### config.mk
export PLATFORM = sky130hd
export DESIGN_NAME = aarm_cordic_cell
export DESIGN_NICKNAME = d
export VERILOG_FILES = /design/src/rtl/aarm_pkg.sv /design/src/rtl/aarm_cordic_cell.sv
export SDC_FILE = /design/constraint.sdc
export NUM_CORES = 1
export LEC_CHECK = 0
export BUFFER_PORTS_ARGS = -buffer_cell sky130_fd_sc_hd__buf_2
export CAP_MARGIN = 20
export CELL_PAD_IN_SITES_DETAIL_PLACEMENT = 0
export CELL_PAD_IN_SITES_GLOBAL_PLACEMENT = 1
export CORE_MARGIN = 2
export CORE_UTILIZATION = 42
export CTS_CLUSTER_DIAMETER = 60
export DETAILED_ROUTE_END_ITERATION = 7
export MAX_ROUTING_LAYER = met4
export PLACE_DENSITY = 0.82
export SYNTH_ARGS = -nofsm -noshare
export SYNTH_HDL_FRONTEND = slang
export SYNTH_SLANG_ARGS = --single-unit
### constraint.sdc
create_clock -name i_clk -period 4.97 [get_ports i_clk]
set_input_delay 0.497 -clock i_clk [delete_from_list [all_inputs] [get_ports i_clk]]
set_output_delay 0.497 -clock i_clk [all_outputs]
set_load 0.02 [all_outputs]
### src/rtl/aarm_pkg.sv
// ----------------------------------------------------------------------------
// aarm_pkg
// Shared constants, types and the arctangent table function for the axis-angle rotation matrix.
// ----------------------------------------------------------------------------
package aarm_pkg;

    localparam int ELEMENT_FRACTION_BITS_DEF = 14;
    localparam int CORDIC_STAGES = 30;
    localparam int SQRT_STAGES = 32;
    localparam int DIV_STAGES = 31;

    localparam logic signed [33:0] CORDIC_GAIN_Q30 = 34'sd652032874;
    localparam logic signed [34:0] PI_Q30 = 35'sd3373259426;
    localparam logic signed [34:0] HALF_PI_Q30 = 35'sd1686629713;
    localparam logic signed [35:0] TWO_PI_Q30 = 36'sd6746518852;
    localparam logic signed [31:0] ONE_Q30 = 32'sd1073741824;

    // carried along the chain beside each angle
    typedef struct packed {
        logic signed [33:0] x;
        logic signed [33:0] y;
        logic signed [35:0] z;
        logic               neg;
    } t_rot;

    // one item travelling the axis chain
    typedef struct packed {
        logic [15:0] mag_x;
        logic [15:0] mag_y;
        logic [15:0] mag_z;
        logic        sgn_x;
        logic        sgn_y;
        logic        sgn_z;
        logic        zero;
    } t_axis;

    function automatic logic signed [30:0] atan_q30(input int i);
        unique case (i)
            0: atan_q30 = 31'sd843314856;
            1: atan_q30 = 31'sd497837829;
            2: atan_q30 = 31'sd263043836;
            3: atan_q30 = 31'sd133525158;
            4: atan_q30 = 31'sd67021686;
            5: atan_q30 = 31'sd33543515;
            6: atan_q30 = 31'sd16775850;
            7: atan_q30 = 31'sd8388437;
            8: atan_q30 = 31'sd4194282;
            9: atan_q30 = 31'sd2097149;
            10: atan_q30 = 31'sd1048575;
            11: atan_q30 = 31'sd524287;
            12: atan_q30 = 31'sd262143;
            13: atan_q30 = 31'sd131071;
            14: atan_q30 = 31'sd65535;
            15: atan_q30 = 31'sd32767;
            16: atan_q30 = 31'sd16383;
            17: atan_q30 = 31'sd8191;
            18: atan_q30 = 31'sd4095;
            19: atan_q30 = 31'sd2047;
            20: atan_q30 = 31'sd1023;
            21: atan_q30 = 31'sd511;
            22: atan_q30 = 31'sd255;
            23: atan_q30 = 31'sd127;
            24: atan_q30 = 31'sd63;
            25: atan_q30 = 31'sd31;
            26: atan_q30 = 31'sd15;
            27: atan_q30 = 31'sd8;
            28: atan_q30 = 31'sd4;
            29: atan_q30 = 31'sd2;
            default: atan_q30 = 31'sd0;
        endcase
    endfunction

endpackage

### src/rtl/aarm_cordic_cell.sv
// ----------------------------------------------------------------------------
// aarm_cordic_cell
// One rotation stage of the sine/cosine chain, registered on advance.
// ----------------------------------------------------------------------------
module aarm_cordic_cell #(
    parameter int STAGE = 0
) (
    input  logic           i_clk,
    input  logic           i_en,
    input  aarm_pkg::t_rot i_rot,
    output aarm_pkg::t_rot o_rot
);
    import aarm_pkg::*;

    t_rot               r_rot;
    t_rot               n_rot;
    logic signed [33:0] dx;
    logic signed [33:0] dy;

    // arithmetic shift gives floor division
    always_comb begin
        dx = i_rot.y >>> STAGE;
        dy = i_rot.x >>> STAGE;
        n_rot.neg = i_rot.neg;
        if (!i_rot.z[35]) begin
            n_rot.x = i_rot.x - dx;
            n_rot.y = i_rot.y + dy;
            n_rot.z = i_rot.z - 36'(atan_q30(STAGE));
        end else begin
            n_rot.x = i_rot.x + dx;
            n_rot.y = i_rot.y - dy;
            n_rot.z = i_rot.z + 36'(atan_q30(STAGE));
        end
    end

    always_ff @(posedge i_clk) begin
        if (i_en) r_rot <= n_rot;
    end

    assign o_rot = r_rot;
endmodule

==> flow_summary.json <==
{
  "status": "finished clean",
  "max_slew.worst_pin.slew_ns": 0.7445,
  "routed_wire_length_per_instance_um": 18.13,
  "vdd_ir_max_v": 0.0001392,
  "drt_first_iter_violations": 715,
  "netlist_instances": 1215,
  "critPathSlowestCell": "or4_1",
  "timing.hold.worst.class": "in2reg",
  "std_cell_rows": 57,
  "mostFrequentLayoutCells": "buf_2 (209), a21oi_1 (144), ha_1 (130)",
  "route.final.wire_length_um": 31290,
  "whs_path_depth": 1,
  "clock_pin_slew_reported_for_the_worst_setup_and_hold_paths_after_clock_tree_synthesis_ns": 0.08,
  "cp_cell_sequence": "buf_2, inv_1, ha_1, inv_1, a221oi_2, nor2_1, or4_1, a41oi_1, o21ai_1, a21boi_0, a21oi_1, xnor2_1",
  "critPathLaunchType": "input port",
  "gp_congestion": 0.9472,
  "die_width_um": 161.6,
  "syn-cell-area_um2": 10430,
  "timing.critical_path.to_type": "flop",
  "grt_util_all_layers_pct": 24.38,
  "avg_synthesized_cell_area_um2": 8.585,
  "grt_pass1_vias": 9457,
  "pin_count_of_the_biggest_net_entering_global_routing": 70,
  "drv.max_cap_violation_count": 0,
  "setup_tns_ns": 0,
  "initial_core_util_pct": 42.89,
  "grt_overflow": 0,
  "ys_ff_latch": 104,
  "critical-path-top-delay-family": "compound AO/OA/AOI/OAI gates",
  "number_of_enable_type_register_cells_in_the_synthesized_netlist": 104,
  "synth_top_cell_area_share_pct": 29.94,
  "endpoint_arrival_time_on_the_critical_path_ns": 3.89,
  "max_freq_mhz": 263.1,
  "synth_fp_nets": 1456,
  "report.final.setup_viol": 0,
  "final_antenna_net_count": 0,
  "cts_htree_levels": 3,
  "max_slew_violation_count": 0,
  "asyncSetResetFlopFracSynth_pct": 0,
  "timing.max_slew.rel_slack_pct": 49.91,
  "area_growth_pct": 15.82,
  "cp_num_buf_inv": 3,
  "final.min_clock_period_ns": 3.801,
  "postCtsResizedCells": 0,
  "antenna_violations_before_repair": 0,
  "postCtsHoldBufs": 0,
  "synth_area_leaders": "edfxtp_1 (30%), ha_1 (16%), a21oi_1 (6.9%)",
  "filler_cell_count": 2401,
  "worst_path_largest_cell_delay_ns": 0.53,
  "mostFrequentLayoutCell": "buf_2",
  "final_hold_slack_ns": 0.3091,
  "final_critical_path_setup_slack_ns": 1.169,
  "dr_total_vias": 9748,
  "post_cts_buffers": 0,
  "dp_slack_ns": 0.8693,
  "io_buffers": 211,
  "holdPathEnd": "o_rot[3]",
  "detailedRoute.firstPassIterationCount": 5,
  "power.static_leakage_nw": 5.532,
  "final_min_period_over_clock_period_pct": 76.47,
  "die_h_um": 161.6,
  "final_layout_size_suffix_gt1_share_pct": 18.05,
  "power_density_nw_per_um2": 282.3,
  "synth_warnings": 0,
  "hold_start": "i_rot[3]",
  "numCtsBuffers": 9,
  "core_um2": 24320,
  "io-pin-count": 212,
  "req_time_crit_path_ns": 5.06,
  "cts-root-buf": "clkbuf_16",
  "rsz0062_at_grt": "false",
  "critical_path_peak_fanout": 12,
  "num_antenna_cells": 0,
  "yosys.cell_types.count": 68,
  "dp_hpwl_um": 24860,
  "clock_tree_from_tritoncts": "yes",
  "largest_register_ffs": 104,
  "fin_nets": 1638,
  "grt_first_pass_wirelength_um": 49160,
  "yosys.area.top_type": "edfxtp_1",
  "sequential_area_share_after_synthesis_pct": 29.94,
  "path_common_cell": "inv_1",
  "clock_path_buffers": 2,
  "numClockSinks": 104,
  "class_of_the_most_critical_setup_path": "in2reg",
  "synth_ff_type": "edfxtp_1",
  "die_area_um2": 26110,
  "timing.final.hold_violations": 0,
  "route.detailed.vias_per_inst": 5.648,
  "remaining_drc_errors": 0
}
## cells in the mapped netlist, types with 9 or more instances
cell and instances:
clkbuf_1 28, o21a_1 18, nor2b_1 16, a31oi_1 11
xnor2_1 75, a21oi_1 144, nand2_1 65, nor2_1 105
edfxtp_1 104, inv_1 112, a21o_1 56, a211oi_1 14
xor2_1 15, o21ai_0 79, o21bai_1 25, nand3_1 13
buf_1 14, nor3_1 18, nand4_1 15, mux2i_1 11
o211ai_1 9, ha_1 130
## metal layers
layer | routed length [um] | GRT usage (%)
met5 | 0 | -
met4 | 762 | 7.914
met3 | 2335 | 2.645
met2 | 14050 | 38.19
met1 | 14140 | 33.12
## cell type report
class                           instances  area, um2  area share [%]
Clock inverter                          7      91.34          0.7560
Tap cell                              324      405.4           3.355
Timing Repair Buffer                  218       1114           9.217
Sequential cell                       104       3123           25.85
Multi-Input combinational cell        950       6695           55.42
Inverter                              114      427.9           3.542
Clock buffer                            9      225.2           1.864
## power breakdown
part	internal (mW)	leakage, nW	total (mW)	switching, mW
Combinational	0.512	4.36	1.41	0.898
Sequential	1.16	1.02	1.20	0.0403
Clock	0.443	0.158	0.800	0.357
## metrics by stage
stage	power (mW)	cells	area, um2	utilization [%]
floorplan	2.160	1215	10430	-
global placement	2.603	1710	11770	48.38
detailed placement	2.613	1710	11770	48.38
CTS	3.417	1726	12080	49.68
global route	3.591	1726	12080	49.68
finish	3.411	1726	12080	49.68
## logic make-up (layout without fill, tap and decap cells)
logic type,after synthesis,in the layout,synth area share [%]
DFF,104,104,29.94
adders and majority gates,134,134,16.36
muxes,11,11,1.056
AOI/OAI and AO/OA,430,430,26.33
and+or+nand+nor,285,285,12.88
xor gates and xnor gates,90,90,7.557
buffers and inverters,161,348,5.877
## how the worst max path moves through the flow
stage	from	to	slack [ns]	cells past startpoint
floorplan	i_rot[36]	o_rot[35]	1.37	12
global placement	i_rot[44]	o_rot[61]	0.88	12
detailed placement	i_rot[44]	o_rot[61]	0.87	12
CTS	i_rot[44]	o_rot[61]	1.24	12
global route	i_rot[44]	o_rot[61]	1.0	12
finish	i_rot[44]	o_rot[61]	1.17	12
Power figures use the tool's default switching activity.
