--- config.mk ---
export PLATFORM = sky130hd
export DESIGN_NAME = aarm_div_cell
export DESIGN_NICKNAME = d
export VERILOG_FILES = /design/src/rtl/aarm_pkg.sv /design/src/rtl/aarm_div_cell.sv
export SDC_FILE = /design/constraint.sdc
export NUM_CORES = 1
export LEC_CHECK = 0
export BUFFER_PORTS_ARGS = -buffer_cell sky130_fd_sc_hd__buf_4
export CAP_MARGIN = 5
export CELL_PAD_IN_SITES_DETAIL_PLACEMENT = 1
export CELL_PAD_IN_SITES_GLOBAL_PLACEMENT = 1
export CORE_AREA = 2 2 195 197
export CTS_BUF_LIST = sky130_fd_sc_hd__clkbuf_8
export CTS_CLUSTER_SIZE = 40
export DETAILED_ROUTE_END_ITERATION = 7
export DIE_AREA = 0 0 197 199
export GPL_ROUTABILITY_DRIVEN = 1
export PLACE_DENSITY = 0.77
export SLEW_MARGIN = 20
export SYNTH_ARGS = -nofsm -noshare
export SYNTH_HDL_FRONTEND = slang
export SYNTH_SLANG_ARGS = --single-unit
--- constraint.sdc ---
create_clock -name i_clk -period 4.5 [get_ports i_clk]
set_input_delay 0.675 -clock i_clk [delete_from_list [all_inputs] [get_ports i_clk]]
set_output_delay 0.675 -clock i_clk [all_outputs]
set_load 0.01 [all_outputs]
--- src/rtl/aarm_pkg.sv ---
// ----------------------------------------------------------------------------
// aarm_pkg
// Shared constants, types and the arctangent table function for the axis-angle rotation matrix.
// ----------------------------------------------------------------------------
package aarm_pkg;

    localparam int ELEMENT_FRACTION_BITS_DEF = 14;
    localparam int CORDIC_STAGES = 30;
    localparam int SQRT_STAGES = 32;
    localparam int DIV_STAGES = 31;

    localparam logic signed [33:0] CORDIC_GAIN_Q30 = 34'sd652032874;
    localparam logic signed [34:0] PI_Q30 = 35'sd3373259426;
    localparam logic signed [34:0] HALF_PI_Q30 = 35'sd1686629713;
    localparam logic signed [35:0] TWO_PI_Q30 = 36'sd6746518852;
    localparam logic signed [31:0] ONE_Q30 = 32'sd1073741824;

    // carried along the chain beside each angle
    typedef struct packed {
        logic signed [33:0] x;
        logic signed [33:0] y;
        logic signed [35:0] z;
        logic               neg;
    } t_rot;

    // one item travelling the axis chain
    typedef struct packed {
        logic [15:0] mag_x;
        logic [15:0] mag_y;
        logic [15:0] mag_z;
        logic        sgn_x;
        logic        sgn_y;
        logic        sgn_z;
        logic        zero;
    } t_axis;

    function automatic logic signed [30:0] atan_q30(input int i);
        unique case (i)
            0: atan_q30 = 31'sd843314856;
            1: atan_q30 = 31'sd497837829;
            2: atan_q30 = 31'sd263043836;
            3: atan_q30 = 31'sd133525158;
            4: atan_q30 = 31'sd67021686;
            5: atan_q30 = 31'sd33543515;
            6: atan_q30 = 31'sd16775850;
            7: atan_q30 = 31'sd8388437;
            8: atan_q30 = 31'sd4194282;
            9: atan_q30 = 31'sd2097149;
            10: atan_q30 = 31'sd1048575;
            11: atan_q30 = 31'sd524287;
            12: atan_q30 = 31'sd262143;
            13: atan_q30 = 31'sd131071;
            14: atan_q30 = 31'sd65535;
            15: atan_q30 = 31'sd32767;
            16: atan_q30 = 31'sd16383;
            17: atan_q30 = 31'sd8191;
            18: atan_q30 = 31'sd4095;
            19: atan_q30 = 31'sd2047;
            20: atan_q30 = 31'sd1023;
            21: atan_q30 = 31'sd511;
            22: atan_q30 = 31'sd255;
            23: atan_q30 = 31'sd127;
            24: atan_q30 = 31'sd63;
            25: atan_q30 = 31'sd31;
            26: atan_q30 = 31'sd15;
            27: atan_q30 = 31'sd8;
            28: atan_q30 = 31'sd4;
            29: atan_q30 = 31'sd2;
            default: atan_q30 = 31'sd0;
        endcase
    endfunction

endpackage

--- src/rtl/aarm_div_cell.sv ---
// ----------------------------------------------------------------------------
// aarm_div_cell
// One quotient bit for all three axis components by the common root.
// ----------------------------------------------------------------------------
module aarm_div_cell #(
    parameter int STAGE = 0
) (
    input  logic        i_clk,
    input  logic        i_en,
    input  logic [30:0] i_num,
    input  logic [31:0] i_rem [3],
    input  logic [30:0] i_q [3],
    input  logic [31:0] i_den,
    output logic [30:0] o_num,
    output logic [31:0] o_rem [3],
    output logic [30:0] o_q [3],
    output logic [31:0] o_den
);
    import aarm_pkg::*;

    localparam int POS = DIV_STAGES - 1 - STAGE;

    logic [30:0] r_num;
    logic [31:0] r_rem [3];
    logic [30:0] r_q [3];
    logic [31:0] r_den;
    logic [32:0] t [3];
    logic        take [3];

    // shift in one numerator bit per lane and trial-subtract
    always_comb begin
        for (int k = 0; k < 3; k++) begin
            t[k] = {i_rem[k], i_num[POS]};
            take[k] = (t[k] >= {1'b0, i_den});
        end
    end

    always_ff @(posedge i_clk) begin
        if (i_en) begin
            for (int k = 0; k < 3; k++) begin
                r_rem[k] <= take[k] ? 32'(t[k] - {1'b0, i_den}) : t[k][31:0];
                r_q[k] <= {i_q[k][29:0], take[k]};
            end
            r_num <= i_num;
            r_den <= i_den;
        end
    end

    assign o_num = r_num;
    assign o_rem = r_rem;
    assign o_q = r_q;
    assign o_den = r_den;
endmodule

==> results of run 1 <==
## sequential cells by signal (all words and copies together) (netlist names)
name and count:
o_den 32, o_q 93, o_rem 96, o_num 31
## critical path, cell delays in order
cell and delay (ns):
buf_4 0.14, inv_1 0.11, ha_1 0.35, nand2b_1 0.19, a21oi_1 0.12, o41a_1 0.46
a21oi_1 0.37, o21ai_1 0.17, a31oi_1 0.38, nor4bb_1 0.17, o32ai_4 0.42, buf_12 0.28
o21ai_0 0.17
## worst paths after layout
check	from	cells after the start	slack, ns	end
hold / removal	i_q[76]	1	0.25	o_q[77]$_DFFE_PP_
setup / recovery	i_num[30]	13	0.78	o_rem[3]$_DFFE_PP_
## logic make-up (layout without fill, tap and decap cells)
kind of cell | Yosys count | in the layout | synth area share (%)
flip-flops | 252 | 252 | 56.28
buffers and inverters | 79 | 651 | 2.336
AO/OA/AOI/OAI | 328 | 328 | 15.26
AND/OR/NAND/NOR | 254 | 254 | 8.822
adder cells (fa/ha/maj) | 97 | 97 | 9.194
multiplexers | 34 | 34 | 2.829
XOR/XNOR | 81 | 81 | 5.276
## power by group through the flow
stage	clock network, uW	logic (uW)	registers, uW
finish	2390	1870	3000
global route	2520	2020	3030
CTS	2460	1880	3010
detailed placement	0	1870	3050
global placement	0	1830	3040
floorplan	0	763	3170
## final cells by class
type	instances	area, um^2	area share (%)
inverters	50	187.7	0.9953
multi-input cells	794	5585	29.62
clock buffers	48	660.6	3.503
clock inverters	37	319.1	1.692
flip-flops and latches	252	7567	40.13
well taps	474	593.1	3.145
repair buffers	516	3944	20.91
## cells in the final DEF (no fill, tap or decap), types with 3 or more instances in the layout
master	n
buf_4	510
edfxtp_1	252
nand2_1	114
o21ai_0	104
ha_1	94
a21oi_1	79
inv_1	57
a21o_1	56
clkbuf_8	48
nor2_1	44
xnor2_1	42
xor2_1	39
mux2_2	31
nand4_1	18
nand3_1	12
nor3_1	12
a31oi_1	12
and3_1	11
nor2b_1	11
clkinv_2	11
nand2b_1	10
clkinv_1	10
o21a_1	9
o21bai_1	9
a211oi_1	9
o211ai_1	6
bufinv_16	6
and4_1	5
a31o_2	5
o31ai_1	5
and2_1	5
buf_12	5
a21boi_0	3
nor4_1	3
a221o_1	3
fa_1	3
## Yosys cell counts (2+ instances only)
| master | number |
|---|---|
| nand4_1 | 18 |
| o211ai_1 | 6 |
| a21boi_0 | 3 |
| o21ai_1 | 2 |
| o22ai_1 | 2 |
| nand3_1 | 12 |
| and2_1 | 5 |
| a21o_1 | 56 |
| and3_1 | 11 |
| edfxtp_1 | 252 |
| xor2_1 | 39 |
| and4_1 | 5 |
| clkbuf_1 | 15 |
| a22oi_1 | 2 |
| o31ai_1 | 5 |
| o21ai_0 | 104 |
| nand2b_1 | 10 |
| a2111oi_0 | 2 |
| nor3_1 | 12 |
| o221ai_1 | 2 |
| ha_1 | 94 |
| nand2_1 | 114 |
| o21bai_1 | 9 |
| a211oi_1 | 9 |
| a221o_1 | 3 |
| inv_1 | 49 |
| buf_2 | 12 |
| and3b_1 | 2 |
| xnor2_1 | 42 |
| nor2_1 | 45 |
| a31oi_1 | 12 |
| o41ai_1 | 2 |
| o21a_1 | 9 |
| nor2b_1 | 11 |
| a31o_2 | 5 |
| a21oi_1 | 79 |
| nand3b_1 | 2 |
| clkbuf_2 | 2 |
| fa_1 | 3 |
| mux2_2 | 31 |
| nor4_1 | 3 |
| mux2i_1 | 2 |
## per-stage QoR
stage	cells	utilization (%)
floorplan	1125	-
detailed placement	2086	48.14
finish	2171	50.78
global route	2171	50.78
global placement	2086	48.14
CTS	2171	50.78
## routing by layer
metal	vias to the layer above	part of all wire [%]	global-route usage, %
met5	-	0.024	0
met4	2	4.3	12.17
met3	100	7.2	7.257
met2	389	50	45.43
met1	5640	39	30.05
li1	5329	-	-
==> summary.md, run 1 <==
| Metric | Value |
|---|---|
| DRC | 0 |
| Post-Synthesis Net Count | 1476 |
| Yosys warning total | 0 |
| Clock Power Share | about 33% |
| Die Span Y | 199 um |
| Worst min path class | input pin to flip-flop |
| Hold violation count in the final report | 0 |
| H-tree depth | 2 |
| Place WS | roughly 0.24 ns |
| Dpl hpwl | around 42000 um |
| Unique masters post-synth | 64 |
| Largest area contributor in the netlist | edfxtp_1 |
| Synth Instances | 1125 |
| Mapped Area | 13450 um^2 |
| Share of cells above drive strength 1 | a little under two fifths |
| Hold Slack | 0.2487 ns |
| Setup violations, final | 0 |
| Register area share after synthesis | 56.28% |
| Fin area | about 19000 um^2 |
| Tot Pwr | 7262 uW |
| ANT nets after route | 0 |
| Antenna cells | 0 |
| Initial cell density of the core | 36.21% |
| Post-CTS sizing | 0 |
| Port bufs | 502 |
| Mean post-synth cell area | 11.95 um^2 |
| Overall routed net length | around 53000 um |
| Worst-path clk slew | 0.06 ns |
| Status | finished, final reports clean |
| Net Sw Frac | 29.37% |
| Rows | 71 |
| Hold-fix buffer count after cts | 0 |
| Switching power | around 2100 uW |
| Crit path DAT | around 4 ns |
| Placement Cell Area | around 18000 um^2 |
| Worst Path Class, Setup | input pin to flip-flop |
| Vias/cell | 5.279 |
| CTS root buf | clkbuf_8 |
| Worst EP required | 4.80 ns |
| Clk sinks | between 200 and 300 |
| Slew @ Worst Pin | 0.8645 ns |
| Max-slew violations | 0 |
| Dominant synthesized flop cell | edfxtp_1 |
| Leakage power | 0.008285 uW |
| Vias in the first global route | 11880 |
| Setup ws final | between 0.7 and 0.8 ns |
| DR WL/cell | 24.50 um |
| Flops & latches, synth | 252 |
| CP startpoint kind | input pin |
| Cell-internal power | 5130 uW |
| TritonCTS clock tree | yes |
| Chip width | around 200 um |
| First-pass GRT wire length | 74900 um |
| Total gr overflow | 0 |
| Max-cap violations | 0 |
| # Post-CTS Setup Buffers | 0 |
| Relative slew slack | 42.36% |
| Largest cells by area after synthesis | edfxtp_1 (56%), ha_1 (8.7%), o21ai_0 (3.9%) |
| Min Tclk post-route | 3.719 ns |
| Initial DRC count | 485 |
| Vias | 11460 |
| Full die area | 39200 um^2 |
| Logic gate share of total power | between 20% and 30% |
| FILL cells | 4023 |
| CP max FO | 40 |
| Drt pass-1 iters | 5 |
| Total negative setup slack | 0 ns |
| Sequential Power Share | around two fifths |
| Maximum clock rate | between 200 and 300 MHz |
| Maximum buffer depth of the clock tree | 3 |
| Post-synth EDFFs | 252 |
| Post-synth ARST share | 0% |
| PwrDens | between 300 and 400 nW/um^2 |
| Placer Congestion | 0.8969 |
| Initial antenna violation count | 3 |
| Cts bufs inserted | 47 |
| RSZ-0062 raised after global routing | no |
| Worst ir drop on vdd | 0.2042 mV |
| Share of the cycle needed by the critical path after routing | around 83% |
| Core area | between 30000 and 40000 um^2 |
| Area Growth Syn to Fin | 40.25% |
| GR Util All Layers | 26.19% |
| Critical Path Sink Type | flip-flop |
| Synth top area share | 56.28% |
| Largest net degree at the start of global routing | 101 |
| Layout net count | 2012 |
| I/O pin count | 506 |
No activity file was read; power rests on OpenSTA's default activity.
==> run 2: changes to the inputs <==
--- a/config.mk
+++ b/config.mk
@@ -9,13 +9,13 @@
 export CAP_MARGIN = 5
 export CELL_PAD_IN_SITES_DETAIL_PLACEMENT = 1
 export CELL_PAD_IN_SITES_GLOBAL_PLACEMENT = 1
-export CORE_AREA = 2 2 195 197
+export CORE_MARGIN = 2
+export CORE_UTILIZATION = 35
 export CTS_BUF_LIST = sky130_fd_sc_hd__clkbuf_8
 export CTS_CLUSTER_SIZE = 40
 export DETAILED_ROUTE_END_ITERATION = 7
-export DIE_AREA = 0 0 197 199
 export GPL_ROUTABILITY_DRIVEN = 1
-export PLACE_DENSITY = 0.77
+export PLACE_DENSITY = 0.78
 export SLEW_MARGIN = 20
 export SYNTH_ARGS = -nofsm -noshare
 export SYNTH_HDL_FRONTEND = slang
==> constraint.sdc (replaced) <==
create_clock -name i_clk -period 3 [get_ports i_clk]
set_input_delay 0.45 -clock i_clk [delete_from_list [all_inputs] [get_ports i_clk]]
set_output_delay 0.45 -clock i_clk [all_outputs]
set_load 0.01 [all_outputs]
==> run 2 against run 1 <==
Effect of this change:
- flip-flop and latch count unchanged
- power increased by 60%
- critical path depth decreased by 1
- critical path type unchanged
- critical endpoint is now o_rem[61]$_DFFE_PP_
==> summary.md, run 2 (synthesis gave the netlist of run 1 again) <==
| Metric | Value |
|---|---|
| Placer Congestion | 0.8939 (was 0.8969) |
| Chip width | 200 um (was 197 um) |
| Most common cell after layout, fill and taps aside | buf_4 (unchanged) |
| Overall routed net length | 68190 um (was 53180 um) |
| First-pass GRT wire length | 94790 um (was 74900 um) |
| Hold Crit Endpoint | o_q[34]$_DFFE_PP_ (was o_q[77]$_DFFE_PP_) |
| Initial antenna violation count | 6 (was 3) |
| GR Util All Layers | 32.79% (was 26.19%) |
| M1 GR Usage | 36.54% (was 30.05%) |
| Vias/cell | 5.242 (was 5.279) |
| Worst ir drop on vdd | 0.2809 mV (was 0.2042 mV) |
| ANT nets after route | 0 (unchanged) |
| H-tree depth | 2 (unchanged) |
| Status | finished, final reports clean (unchanged) |
| I/O pin count | 506 (unchanged) |
| PwrDens | 516.4 nW/um^2 (was 385.1 nW/um^2) |
| Number of flip-flops in the largest register | 96 (unchanged) |
| Core area | 37760 um^2 (was 37130 um^2) |
| Die Span Y | 200 um (was 199 um) |
| TritonCTS clock tree | yes (unchanged) |
| Worst-path clk slew | 0.07 ns (was 0.06 ns) |
| Min Tclk post-route | 2.952 ns |
| Hold depth | 1 (unchanged) |
| Maximum buffer depth of the clock tree | 3 (unchanged) |
| Grt peak-use layer | met2 (unchanged) |
| Leakage power | 0.01016 uW (was 0.008285 uW) |
| Commonest non-fill, non-tap cells in the layout | buf_4 (779), edfxtp_1 (252), dlygate4sd3_1 (123), nand2_1 (113), o21ai_0 (95) (was buf_4 (510), edfxtp_1 (252), nand2_1 (114), o21ai_0 (104), ha_1 (94)) |
| Vias | 13690 (was 11460) |
| Full die area | 40000 um^2 (was 39200 um^2) |
| Largest net degree at the start of global routing | 63 (was 101) |
| Total negative setup slack | 0 ns (unchanged) |
| Layout net count | 2411 (was 2012) |
| Dpl hpwl | 48800 um (was 42380 um) |
| Critical Path Sink Type | flip-flop (unchanged) |
| Drt pass-1 iters | 5 (unchanged) |
| Clk sinks | 252 (unchanged) |
| DR WL/cell | 26.10 um (was 24.50 um) |
| Port bufs | 502 (unchanged) |
| CTS root buf | clkbuf_8 (unchanged) |
| Max-cap violations | 0 (unchanged) |
| FILL cells | 4059 (was 4023) |
| Met3 usage | 7.628% (was 7.257%) |
| Share of the cycle needed by the critical path after routing | 98.39% |
| Max-slew violations | 0 (unchanged) |
| Met2 GRT Util | 56.40% (was 45.43%) |
| Placement Cell Area | 20100 um^2 (was 17880 um^2) |
| Rows | 71 (unchanged) |
| CP max FO | 17 (was 40) |
| Crit path DAT | 3.30 ns (was 4.02 ns) |
| Setup violations, final | 0 (unchanged) |
| DRC | 0 (unchanged) |
| Fin area | 22450 um^2 (was 18860 um^2) |
| Hold violation count in the final report | 0 (unchanged) |
| Hold path start | i_q[33] (was i_q[76]) |
| Vias in the first global route | 14780 (was 11880) |
| Area of the multi-input gates | 5848 um^2 (was 5585 um^2) |
| Total gr overflow | 0 (unchanged) |
| Cts bufs inserted | 46 (was 47) |
| Worst EP required | 3.35 ns (was 4.80 ns) |
| Maximum clock rate | 338.8 MHz |
| Share of cells above drive strength 1 | 44.82% (was 37.01%) |
| Initial DRC count | 722 (was 485) |
| CP startpoint kind | input pin (unchanged) |
| Area occupied by registers | 7567 um^2 (unchanged) |
| Worst min path class | input pin to flip-flop (unchanged) |
| Initial cell density of the core | 35.61% (was 36.21%) |
| Worst Path Class, Setup | input pin to flip-flop (unchanged) |
| Relative slew slack | 38.48% (was 42.36%) |
| Slew @ Worst Pin | 0.9150 ns (was 0.8645 ns) |
| Area Growth Syn to Fin | 66.97% (was 40.25%) |
run 2: changes by cell type in the layout (fill, tap and decap cells not counted), moves of 8 or more:
cell,before,now
dlygate4sd3_1,0,123
o21ai_0,104,95
a21oi_1,79,71
a21oi_2,0,8
buf_4,510,779
run 2: where the power goes:
| group | internal (uW) | total [uW] | switching (uW) | leakage (uW) |
|---|---|---|---|---|
| Sequential | 4370 | 4550 | 173 | 0.00246 |
| Combinational | 1820 | 3630 | 1810 | 0.00721 |
| Clock | 1720 | 3420 | 1700 | 0.000484 |
run 2: area by class of cell:
cell class	count	share of cell area, %
diodes	6	0.06688
clock buffers	47	2.881
clock inverters	36	1.037
inverters	50	0.8527
multi-input cells	795	26.05
flip-flops and latches	252	33.71
well taps	511	2.848
repair buffers	915	32.56
run 2: per-stage QoR:
stage	setup WS (ns)	utilization, %	total power, uW	std cells	hold WS [ns]
floorplan	-0.01540	-	5951	1125	0.5489
global placement	-0.5659	53.23	7809	2390	0.6286
detailed placement	-0.7211	53.23	7910	2390	0.6295
CTS	0.01888	58.81	11390	2595	0.0003320
global route	-0.1118	59.46	12030	2612	0.01135
finish	0.04837	59.46	11590	2612	0.02571
run 2: repair_timing:
action / in CTS / in global routing
endpoints found under the hold margin: 122 / 1
setup buffers: 0 / 8
pin swaps: 0 / 11
hold buffers: 122 / 1
setup endpoints to repair: 16 / 79
gates cloned: 0 / 2
resized for setup: 1 / 27
run 2: worst max-delay path by stage:
stage / start / endpoint
6_report: i_den[14] / o_rem[61]$_DFFE_PP_
5_1_grt: i_den[14] / o_rem[61]$_DFFE_PP_
4_1_cts: i_den[14] / o_rem[61]$_DFFE_PP_
3_3_place_gp: i_den[4] / o_rem[6]$_DFFE_PP_
3_5_place_dp: i_den[4] / o_rem[12]$_DFFE_PP_
2_1_floorplan: i_den[1] / o_rem[56]$_DFFE_PP_
run 2: layer usage:
| metal | vias up | share of wire [%] | wire length [um] |
|---|---|---|---|
| li1 | 6141 | - | - |
| met1 | 6760 | 37 | 25270 |
| met2 | 605 | 49 | 33410 |
| met3 | 187 | 7.3 | 4970 |
| met4 | 0 | 6.7 | 4539 |
| met5 | - | 0 | 0 |
run 2: critical path, stage by stage:
cell and delay, ns:
buf_4 0.11, clkinvlp_4 0.15, ha_1 0.35, a21oi_1 0.08
o21ai_0 0.25, nor2_1 0.09, nor3_1 0.39, a21oi_2 0.13
o221ai_2 0.21, a21oi_2 0.14, nor2_4 0.53, mux2_2 0.42
