**config.mk**
```make
export PLATFORM = sky130hd
export DESIGN_NAME = aarm_sqrt_cell
export DESIGN_NICKNAME = d
export VERILOG_FILES = /design/src/rtl/aarm_pkg.sv /design/src/rtl/aarm_sqrt_cell.sv
export SDC_FILE = /design/constraint.sdc
export NUM_CORES = 1
export LEC_CHECK = 0
export BUFFER_PORTS_ARGS = -buffer_cell sky130_fd_sc_hd__buf_2
export CAP_MARGIN = 20
export CORE_MARGIN = 4
export CORE_UTILIZATION = 34
export CTS_CLUSTER_DIAMETER = 50
export DETAILED_ROUTE_END_ITERATION = 7
export HOLD_SLACK_MARGIN = 0.02
export REMOVE_ABC_BUFFERS = 1
export SYNTH_ARGS = -nofsm -noshare
export SYNTH_HDL_FRONTEND = slang
export SYNTH_SLANG_ARGS = --single-unit
```
**constraint.sdc**
```tcl
create_clock -name i_clk -period 2.52 [get_ports i_clk]
set_input_delay 0.378 -clock i_clk [delete_from_list [all_inputs] [get_ports i_clk]]
set_output_delay 0.378 -clock i_clk [all_outputs]
set_load 0.005 [all_outputs]
```
**src/rtl/aarm_pkg.sv**
```systemverilog
// ----------------------------------------------------------------------------
// aarm_pkg
// Shared constants, types and the arctangent table function for the axis-angle rotation matrix.
// ----------------------------------------------------------------------------
package aarm_pkg;

    localparam int ELEMENT_FRACTION_BITS_DEF = 14;
    localparam int CORDIC_STAGES = 30;
    localparam int SQRT_STAGES = 32;
    localparam int DIV_STAGES = 31;

    localparam logic signed [33:0] CORDIC_GAIN_Q30 = 34'sd652032874;
    localparam logic signed [34:0] PI_Q30 = 35'sd3373259426;
    localparam logic signed [34:0] HALF_PI_Q30 = 35'sd1686629713;
    localparam logic signed [35:0] TWO_PI_Q30 = 36'sd6746518852;
    localparam logic signed [31:0] ONE_Q30 = 32'sd1073741824;

    // carried along the chain beside each angle
    typedef struct packed {
        logic signed [33:0] x;
        logic signed [33:0] y;
        logic signed [35:0] z;
        logic               neg;
    } t_rot;

    // one item travelling the axis chain
    typedef struct packed {
        logic [15:0] mag_x;
        logic [15:0] mag_y;
        logic [15:0] mag_z;
        logic        sgn_x;
        logic        sgn_y;
        logic        sgn_z;
        logic        zero;
    } t_axis;

    function automatic logic signed [30:0] atan_q30(input int i);
        unique case (i)
            0: atan_q30 = 31'sd843314856;
            1: atan_q30 = 31'sd497837829;
            2: atan_q30 = 31'sd263043836;
            3: atan_q30 = 31'sd133525158;
            4: atan_q30 = 31'sd67021686;
            5: atan_q30 = 31'sd33543515;
            6: atan_q30 = 31'sd16775850;
            7: atan_q30 = 31'sd8388437;
            8: atan_q30 = 31'sd4194282;
            9: atan_q30 = 31'sd2097149;
            10: atan_q30 = 31'sd1048575;
            11: atan_q30 = 31'sd524287;
            12: atan_q30 = 31'sd262143;
            13: atan_q30 = 31'sd131071;
            14: atan_q30 = 31'sd65535;
            15: atan_q30 = 31'sd32767;
            16: atan_q30 = 31'sd16383;
            17: atan_q30 = 31'sd8191;
            18: atan_q30 = 31'sd4095;
            19: atan_q30 = 31'sd2047;
            20: atan_q30 = 31'sd1023;
            21: atan_q30 = 31'sd511;
            22: atan_q30 = 31'sd255;
            23: atan_q30 = 31'sd127;
            24: atan_q30 = 31'sd63;
            25: atan_q30 = 31'sd31;
            26: atan_q30 = 31'sd15;
            27: atan_q30 = 31'sd8;
            28: atan_q30 = 31'sd4;
            29: atan_q30 = 31'sd2;
            default: atan_q30 = 31'sd0;
        endcase
    endfunction

endpackage

```
**src/rtl/aarm_sqrt_cell.sv**
```systemverilog
// ----------------------------------------------------------------------------
// aarm_sqrt_cell
// One digit of the restoring square root of the axis length squared.
// ----------------------------------------------------------------------------
module aarm_sqrt_cell #(
    parameter int STAGE = 0
) (
    input  logic              i_clk,
    input  logic              i_en,
    input  logic [31:0]       i_sq,
    input  logic [33:0]       i_rem,
    input  logic [31:0]       i_root,
    input  aarm_pkg::t_axis   i_ax,
    output logic [31:0]       o_sq,
    output logic [33:0]       o_rem,
    output logic [31:0]       o_root,
    output aarm_pkg::t_axis   o_ax
);
    import aarm_pkg::*;

    // radicand is sq << 32 bits (64 bits total), 32 root bits
    localparam int POS = 2 * (SQRT_STAGES - 1 - STAGE);

    logic [63:0] rad;
    logic [35:0] n_rem_t;
    logic [35:0] trial;
    logic [33:0] r_rem;
    logic [31:0] r_root;
    logic [31:0] r_sq;
    t_axis       r_ax;
    logic        take;

    always_comb begin
        rad = {i_sq, 32'd0};
        n_rem_t = {i_rem, rad[POS+1], rad[POS]};
        trial = {2'b00, i_root, 2'b01};
        take = (n_rem_t >= trial);
    end

    always_ff @(posedge i_clk) begin
        if (i_en) begin
            r_rem <= take ? 34'(n_rem_t - trial) : n_rem_t[33:0];
            r_root <= {i_root[30:0], take};
            r_sq <= i_sq;
            r_ax <= i_ax;
        end
    end

    assign o_rem = r_rem;
    assign o_root = r_root;
    assign o_sq = r_sq;
    assign o_ax = r_ax;
endmodule

```
==> reports/metrics.yaml, run 1 <==
run_status:
  status: "complete, no violations"
timing:
  period_share_pct: 94.87
  final_hold_viol_count: 0
  maxSlewHeadroom_pct: 68.63
  finalSetupViolCount: 0
  worst_pin_slew_ns: 0.4706
  setup_ws_ns: 0.1293
  slew_viol_final: 0
  tns_ns: 0
  whs_ns: 0.1250
  fmax_ghz: 0.4183
  period_minus_slack_ns: 2.391
min_path:
  hold_end: "o_ax[27]$_DFFE_PP_"
  min_path_type: "input pin to flop"
  hold_path_depth: 1
  min_from: "i_ax[27]"
routing:
  ant_nets: 0
  drc: 0
  routed_wl_mm: 20.63
  dr_total_vias: 5610
  vias_per_cell: 4.610
  drt_iter0_markers: 237
  dr.pass1.iters: 5
  avgRoutedWirePerCell_um: 16.95
clock_network:
  clockRootBuffer: "clkbuf_16"
  numCtsBuffers: 17
  cts_max_level: 4
  hold_buffers: 0
  clk_pin_slew_ns: 0.07
  cts_sinks: 150
  clockBufferDepth: 2
  cts_tree: "built"
logic_synthesis:
  synth-main-ff-cell: "edfxtp_1"
  synth-edff-count: 150
  async_flop_share_pct: 0
  syn-instance-count: 526
  synthAdderAreaFrac_pct: 6.115
  synth_mux_area_share_pct: 0.7914
  ys_seq_area_share_pct: 64.75
  synth-compound-area-share_pct: 13.40
  synth-simple-area-share_pct: 8.058
  ys_ff_latch: 150
  synth_area_per_cell_sq_um: 13.23
  synth_area_sq_um: 6957
  post_synth_xor_area_fraction_pct: 3.399
  yosys_warnings: 0
  synth_cell_types: 60
  synth_top_family_by_area: "compound AO/OA/AOI/OAI gates"
global_route:
  grt_max_degree: 49
  grt_pass1_wl_mm: 29.98
  antenna_found_initial: 6
  grt_pass1_vias: 5486
  grt_overflow_total: 0
  grt_util_all_layers_pct: 17.46
worst_setup_path:
  worstSetupPathType: "input pin to flop"
  startpoint_type: "input pin"
  cp-end-kind: "flop"
  path_max_fanout: 4
  cp.arrival_ns: 2.57
  cp.required_ns: 2.70
finish:
  syn_to_final_growth_pct: 45.59
  final_cell_area_sq_um: 10130
  drive_gt1_share_pct: 48.57
  final_nets: 1116
  final_core_util_pct: 50.22
  fillers: 1869
place:
  gp_congestion: 0.8240
  hpwl_mm: 16.45
  placed_cell_area_sq_um: 9507
  io_buffers: 301
  place_ws_ns: -0.4414
floorplanning:
  rows: 52
  die_x_um: 151.0
  die_h_um: 151.0
  die_area_sq_um: 22810
  core_sq_um: 20170
  ioPinCount: 302
  start_util_pct: 34.49
run:
  maxCapViolCount: 0
pwr:
  p_leak_nw: 4.594
  power.density_nw_per_um2: 678.6
  ir_drop_mv: 0.3838
-- layer usage --
metal	vias up	GRT usage, %	routed length, um
met4	8	6.573	499
met5	-	0	48
li1	2774	-	-
met2	201	29.92	10140
met3	39	5.925	1702
met1	2588	20.25	8238
-- cell type report --
| type | instances | area [sq um] | share of cell area, % |
|---|---|---|---|
| Timing Repair Buffer | 399 | 2298 | 22.69 |
| Antenna cell | 4 | 10.01 | 0.09883 |
| Clock inverter | 14 | 140.1 | 1.384 |
| Sequential cell | 150 | 4504 | 44.47 |
| Inverter | 43 | 162.7 | 1.606 |
| Multi-Input combinational cell | 319 | 2246 | 22.17 |
| Clock buffer | 18 | 429.2 | 4.237 |
| Tap cell | 270 | 337.8 | 3.335 |
-- sequential cells by signal (all words and copies together) (netlist names) --
signal  cells
o_root     32
o_ax       52
o_rem      34
o_sq       32
-- cell usage in the layout (no fill, tap or decap), types with 3 or more instances in the layout --
cell       count
and3_2         3
edfxtp_1     150
mux2i_1        4
xor2_1        13
xnor2_1       14
a21o_1        19
buf_12         4
o21ai_1        4
nand2b_1       5
and2_1         3
nand3_1        6
o21ai_0       41
nor3_1        10
diode_2        4
a21oi_1       27
a31oi_1        4
clkinv_4       3
o31ai_1        4
o41ai_2        3
ha_1          34
nand4_1        6
inv_6          5
buf_4         94
clkbuf_16     17
nor2_1        18
nand2_1       58
buf_2        300
inv_1         42
-- critical path, cell delays in order --
cell,delay (ns)
buf_2,0.10
inv_1,0.04
ha_1,0.31
a21o_1,0.20
or3_1,0.30
o21a_1,0.21
a311oi_2,0.30
o21ai_2,0.17
a31oi_4,0.24
mux2i_1,0.10
a31o_1,0.20
-- per-stage QoR --
stage	total power, W	std cells
3_3_place_gp	0.004453	1180
6_report	0.006873	1217
5_1_grt	0.007213	1213
3_5_place_dp	0.004468	1180
4_1_cts	0.006952	1212
2_1_floorplan	0.003698	512
-- kinds of logic (layout without fill, tap and decap cells) --
kind of cell | count (synthesis) | in the layout
flip-flops | 150 | 150
AO/OA/AOI/OAI | 133 | 133
AND/OR/NAND/NOR | 120 | 120
buffers and inverters | 57 | 474
adder cells (fa/ha/maj) | 34 | 34
XOR/XNOR | 27 | 27
multiplexers | 5 | 5
other | 0 | 4
-- power breakdown --
part / total (W) / leakage (nW) / switching (W) / internal [W]
Sequential: 0.00310 / 1.47 / 0.0000598 / 0.00304
Combinational: 0.00131 / 2.85 / 0.000657 / 0.000649
Clock: 0.00247 / 0.272 / 0.00116 / 0.00131
-- timing repair --
item	CTS	global route
buffers inserted	0	1
gates resized for setup	0	6
setup endpoints to repair	0	34
-- Yosys cell counts, drive strengths merged (6+ instances only) --
master | instances | area share (%)
a21o | 20 | 2.2
a21oi | 28 | 2.0
buf | 7 | 0.59
clkbuf | 7 | 0.56
edfxtp | 150 | 65
ha | 34 | 6.1
inv | 42 | 2.3
nand2 | 58 | 3.1
nand3 | 6 | 0.43
nand4 | 7 | 0.72
nor2 | 18 | 0.97
nor3 | 10 | 0.72
o21ai | 46 | 3.4
xnor2 | 14 | 1.8
xor2 | 13 | 1.6
-- how the worst max path moves through the flow --
| stage | startpoint | cells after the start | end | slack, ns |
|---|---|---|---|---|
| finish | i_root[3] | 11 | o_rem[26]$_DFFE_PP_ | 0.13 |
| global placement | i_root[9] | 12 | o_rem[26]$_DFFE_PP_ | -0.36 |
| detailed placement | i_root[9] | 13 | o_rem[12]$_DFFE_PP_ | -0.44 |
| floorplan | i_root[7] | 9 | o_rem[27]$_DFFE_PP_ | -1.09 |
| CTS | i_root[9] | 12 | o_rem[26]$_DFFE_PP_ | 0.01 |
| global route | i_root[9] | 11 | o_rem[25]$_DFFE_PP_ | -0.002 |
(Power assumes the default switching activity.)
==> run 2, diff against run 1 <==
- CORE_UTILIZATION: 34 -> 43
- PLACE_DENSITY: default -> 0.76
==> run 2 against run 1 <==
Sequential cell count unchanged. Global-route usage increased by 3.6 points. Count of clock-buffer cells in the layout unchanged. Clock power decreased by 2%. Utilization increased by 13 points. Non-clock buffer count decreased by 3. Die area decreased by 20%. Final area decreased by 0.82%. Routed wire length decreased by 2.6%. Critical path depth unchanged. Largest cell class unchanged.
==> reports/metrics.yaml, run 2 (synthesis gave the netlist of run 1 again) <==
pwr:
  p_leak_nw: 4.571  # was 4.594 nW
  ir_drop_mv: 0.4706  # was 0.3838 mV
  power.density_nw_per_um2: 680.8  # was 678.6 nW/um^2
timing:
  fmax_ghz: 0.4165  # was 0.4183 GHz
  period_minus_slack_ns: 2.401  # was 2.391 ns
  rsz0062_at_grt: "false"
  final_hold_viol_count: 0  # unchanged
  slew_viol_final: 0  # unchanged
  period_share_pct: 95.27  # was 94.87%
  worst_pin_slew_ns: 0.5227  # was 0.4706 ns
  tns_ns: 0  # unchanged
  maxSlewHeadroom_pct: 65.15  # was 68.63%
  finalSetupViolCount: 0  # unchanged
  setup_ws_ns: 0.1191  # was 0.1293 ns
worst_setup_path:
  worstSetupPathType: "input pin to flop"  # unchanged
  critPathMaxStageDelay_ns: 0.32  # was 0.31 ns
  cp.buffers_inverters: 2  # unchanged
  cp-end-kind: "flop"  # unchanged
  startpoint_type: "input pin"  # unchanged
  cp_cell_sequence: "buf_2 -> inv_1 -> ha_1 -> a21o_1 -> or3_1 -> o21a_1 -> a311oi_2 -> o21ai_2 -> a31oi_4 -> mux2i_1 -> a31o_1"  # unchanged
  cp_top_family: "compound AO/OA/AOI/OAI gates"  # unchanged
  path_max_fanout: 4  # unchanged
  cp.required_ns: 2.70  # about the same
  crit_slowest_cell: "ha_1"  # unchanged
  cp.arrival_ns: 2.58  # was 2.57 ns
routing:
  routed_wl_mm: 20.09  # was 20.63 mm
  dr.pass1.iters: 4  # was 5
  vias_per_cell: 4.859  # was 4.610
  drt_iter0_markers: 324  # was 237
  drc: 0  # unchanged
  dr_total_vias: 5617  # was 5610
  avgRoutedWirePerCell_um: 17.38  # was 16.95 um
  ant_nets: 0  # unchanged
min_path:
  min_path_type: "input pin to flop"  # unchanged
clock_network:
  cts_sinks: 150  # unchanged
  cts_tree: "built"  # unchanged
  cts_max_level: 4  # unchanged
  numCtsBuffers: 17  # unchanged
  hold_buffers: 0  # unchanged
  clockBufferDepth: 2  # unchanged
  clk_pin_slew_ns: 0.07  # about the same
  clockRootBuffer: "clkbuf_16"  # unchanged
place:
  gp_congestion: 0.8478  # was 0.8240
  io_buffers: 301  # unchanged
  hpwl_mm: 15.81  # was 16.45 mm
  place_ws_ns: -0.3826  # was -0.4414 ns
global_route:
  grt_pass1_wl_mm: 29.52  # was 29.98 mm
  grt_overflow_total: 0  # unchanged
  grt_max_degree: 53  # was 49
  grt_pass1_vias: 5547  # was 5486
  antenna_found_initial: 2  # was 6
  grt_util_all_layers_pct: 21.08  # was 17.46%
floorplanning:
  rows: 46  # was 52
  die_x_um: 135.2  # was 151.0 um
  die_area_sq_um: 18280  # was 22810 sq um
  core_sq_um: 15890  # was 20170 sq um
  die_h_um: 135.2  # was 151.0 um
  start_util_pct: 43.79  # was 34.49%
  ioPinCount: 302  # unchanged
finish:
  largest_reg_flops: 52  # unchanged
  final_nets: 1113  # was 1116
  syn_to_final_growth_pct: 44.41  # was 45.59%
  drive_gt1_share_pct: 48.72  # was 48.57%
  mostFrequentLayoutCell: "buf_2"  # unchanged
  diodes: 0  # was 4
  mostFrequentLayoutCells: "buf_2, edfxtp_1, buf_4"  # unchanged
run:
  maxCapViolCount: 0  # unchanged
run_status:
  status: "complete, no violations"  # unchanged
-- run 2: cell types whose count changed in the layout (fill, tap and decap cells not counted), moves of 2 or more --
cell,change
buf_4,-4
diode_2,-4
ha_1,-2
ha_2,+2
-- run 2: where the power goes --
| part | internal, W | leakage (nW) | switching, W | total (W) |
|---|---|---|---|---|
| clock | 0.00131 | 0.267 | 0.00112 | 0.00243 |
| combinational | 0.000650 | 2.84 | 0.000667 | 0.00132 |
| sequential | 0.00304 | 1.47 | 0.0000564 | 0.00310 |
-- run 2: final cells by class --
| cell class | instances | area (sq um) |
|---|---|---|
| Multi-Input combinational cell | 319 | 2261 |
| Sequential cell | 150 | 4504 |
| Inverter | 43 | 162.7 |
| Clock inverter | 14 | 138.9 |
| Clock buffer | 18 | 429.2 |
| Timing Repair Buffer | 396 | 2280 |
| Fill cell | 1288 | 5839 |
| Tap cell | 216 | 270.3 |
-- run 2: final timing paths --
kind	from	to	slack, ns	cells after the start
max	i_root[3]	o_rem[26]$_DFFE_PP_	0.12	11
min	i_sq[28]	o_sq[28]$_DFFE_PP_	0.13	1
-- run 2: per-stage QoR --
step           instance area [sq um]  cells  utilization (%)  hold slack [ns]  total power (W)
2_1_floorplan                   6877    512                -           0.4769         0.003698
3_3_place_gp                    9417   1123            59.28           0.5545         0.004423
3_5_place_dp                    9417   1123            59.28           0.5564         0.004456
4_1_cts                         9985   1155            62.85           0.1067         0.006897
5_1_grt                        10050   1156            63.24           0.1046         0.007143
6_report                       10050   1156            63.24           0.1285         0.006840
-- run 2: layer usage --
metal | global-route usage, % | share of wire, %
met1 | 24.12 | 38
met2 | 38.19 | 51
met3 | 6.686 | 8.4
met4 | 5.487 | 1.5
met5 | 0 | 0.13
-- run 2: what timing repair did --
action                     4_1_cts  5_1_grt
setup endpoints to repair        0       22
buffers inserted                 0        1
gates resized for setup          0       11
==> run 3, diff against run 2 <==
- BUFFER_PORTS_ARGS: -buffer_cell sky130_fd_sc_hd__buf_2 -> default
- CORE_UTILIZATION: 43 -> 45
- DONT_BUFFER_PORTS: default -> 1
- PLACE_DENSITY: 0.76 -> default
- RECOVER_POWER: default -> 25
==> run 3 against run 2 <==
Hold slack worse by 0.084 ns. Routed wire length is 15% lower. Combinational power is 40% lower. Via count is 21% lower. Highest routed layer unchanged. Largest cell class unchanged.
==> reports/metrics.yaml, run 3 (synthesis gave the netlist of run 1 again) <==
worst_setup_path:
  worstSetupPathType: "input pin to flop"  # unchanged
  cp.buffers_inverters: 3  # was 2
  cp.required_ns: 2.75  # was 2.70 ns
  critPathMaxStageDelay_ns: 0.47  # was 0.32 ns
  cp_top_family: "compound AO/OA/AOI/OAI gates"  # unchanged
  cp_cell_sequence: "inv_1 -> ha_2 -> buf_4 -> nand4_1 -> nor2_2 -> a211oi_4 -> a2111oi_4 -> o41ai_2 -> buf_4 -> and4b_1 -> o41ai_2"  # was buf_2 -> inv_1 -> ha_1 -> a21o_1 -> or3_1 -> o21a_1 -> a311oi_2 -> o21ai_2 -> a31oi_4 -> mux2i_1 -> a31o_1
  cp-end-kind: "flop"  # unchanged
  cp.arrival_ns: 2.60  # was 2.58 ns
  crit_slowest_cell: "a2111oi_4"  # was ha_1
  path_max_fanout: 5  # was 4
  startpoint_type: "input pin"  # unchanged
pwr:
  power.density_nw_per_um2: 796.2  # was 680.8 nW/um^2
  p_leak_nw: 3.317  # was 4.571 nW
  ir_drop_mv: 0.4333  # was 0.4706 mV
  fin_total_pwr_w: 0.006647  # was 0.006840 W
finish:
  diodes: 0  # unchanged
  multi_input_area_sq_um: 2225  # was 2261 sq um
  mostFrequentLayoutCells: "edfxtp_1, buf_4, nand2_1"  # was buf_2, edfxtp_1, buf_4
  register_area_sq_um: 4504  # unchanged
  fillers: 1263  # was 1288
  finalNonFillerCells: 811  # was 1156
  syn_to_final_growth_pct: 20.02  # was 44.41%
  mostFrequentLayoutCell: "edfxtp_1"  # was buf_2
  final_nets: 796  # was 1113
  drive_gt1_share_pct: 21.99  # was 48.72%
  largest_reg_flops: 52  # unchanged
timing:
  maxSlewHeadroom_pct: 73.79  # was 65.15%
  slew_viol_final: 0  # unchanged
  rsz0062_at_grt: "false"  # unchanged
  finalSetupViolCount: 0  # unchanged
  final_hold_viol_count: 0  # unchanged
  tns_ns: 0  # unchanged
  worst_pin_slew_ns: 0.3931  # was 0.5227 ns
  period_share_pct: 94.16  # was 95.27%
  period_minus_slack_ns: 2.373  # was 2.401 ns
  fmax_ghz: 0.4214  # was 0.4165 GHz
global_route:
  grt_max_degree: 151  # was 53
  antenna_found_initial: 2  # unchanged
  grt_overflow_total: 0  # unchanged
  use_met2_pct: 34.06  # was 38.19%
  grt_pass1_vias: 4470  # was 5547
  groute.layer.met3.usage_pct: 8.779  # was 6.686%
  met1_usage_pct: 19.93  # was 24.12%
  grt_util_all_layers_pct: 18.96  # was 21.08%
  grt_pass1_wl_mm: 25.52  # was 29.52 mm
  grt-busiest-layer: "met2"  # unchanged
clock_network:
  clk_pin_slew_ns: 0.07  # about the same
  numCtsBuffers: 17  # unchanged
  clockBufferDepth: 2  # unchanged
  cts_sinks: 150  # unchanged
  cts_tree: "built"  # unchanged
  clockRootBuffer: "clkbuf_16"  # unchanged
  cts_max_level: 4  # unchanged
routing:
  vias_per_cell: 5.448  # was 4.859
  avgRoutedWirePerCell_um: 21.01  # was 17.38 um
  routed_wl_mm: 17.04  # was 20.09 mm
  dr_total_vias: 4418  # was 5617
  drt_iter0_markers: 249  # was 324
  ant_nets: 0  # unchanged
  drc: 0  # unchanged
  dr.pass1.iters: 5  # was 4
floorplanning:
  rows: 45  # was 46
  core_sq_um: 15150  # was 15890 sq um
  ioPinCount: 302  # unchanged
  start_util_pct: 45.93  # was 43.79%
  die_x_um: 132.3  # was 135.2 um
  die_area_sq_um: 17510  # was 18280 sq um
  die_h_um: 132.3  # was 135.2 um
place:
  gp_congestion: 0.8350  # was 0.8478
  hpwl_mm: 13.02  # was 15.81 mm
  io_buffers: 0  # was 301
  placed_cells: 779  # was 1123
run_status:
  status: "complete, no violations"  # unchanged
min_path:
  min_path_type: "input pin to flop"  # unchanged
run:
  maxCapViolCount: 0  # unchanged
==> run 3: cell type report <==
cell class / count / share of cell area, %
Sequential cell: 150 / 53.95
Multi-Input combinational cell: 319 / 26.64
Timing Repair Buffer: 79 / 7.253
Clock buffer: 18 / 5.140
Tap cell: 188 / 2.817
Clock inverter: 14 / 2.248
Inverter: 43 / 1.948
==> run 3: routing by layer <==
| layer | up-vias | part of all wire [%] |
|---|---|---|
| li1 | 2128 | - |
| met1 | 2075 | 37 |
| met3 | 21 | 9.4 |
| met4 | 4 | 1.2 |
| met5 | - | 0.16 |
| met2 | 190 | 53 |
==> run 3: path summary, 6_finish.rpt <==
check / startpoint / end / slack (ns) / cells after the start
worst min-delay path: i_root[29] / o_root[30]$_DFFE_PP_ / 0.04 / 0
worst max-delay path: i_root[9] / o_rem[33]$_DFFE_PP_ / 0.15 / 11
==> run 3: report_power, final <==
group,switching [W],internal [W]
clock network,0.00106,0.00159
registers,0.000148,0.00305
logic,0.000404,0.000388
total,0.00161,0.00503
==> run 3: through the flow <==
| step | area, sq um | utilization (%) | hold WS (ns) | setup slack (ns) |
|---|---|---|---|---|
| finish | 8349 | 55.13 | 0.04462 | 0.1471 |
| global route | 8349 | 55.13 | 0.02120 | 0.01113 |
| CTS | 8335 | 55.04 | 0.02565 | 0.1029 |
| detailed placement | 7719 | 50.96 | 0.4769 | -0.3534 |
| global placement | 7719 | 50.96 | 0.4769 | -0.2434 |
| floorplan | 6877 | - | 0.4769 | -1.086 |
==> run 3: repair_timing <==
item / in CTS / in global routing
hold buffers: 0 / 0
setup buffers: 0 / 0
hold endpoints to repair: 0 / 0
gates resized for setup: 0 / 4
setup endpoints to repair: 0 / 1
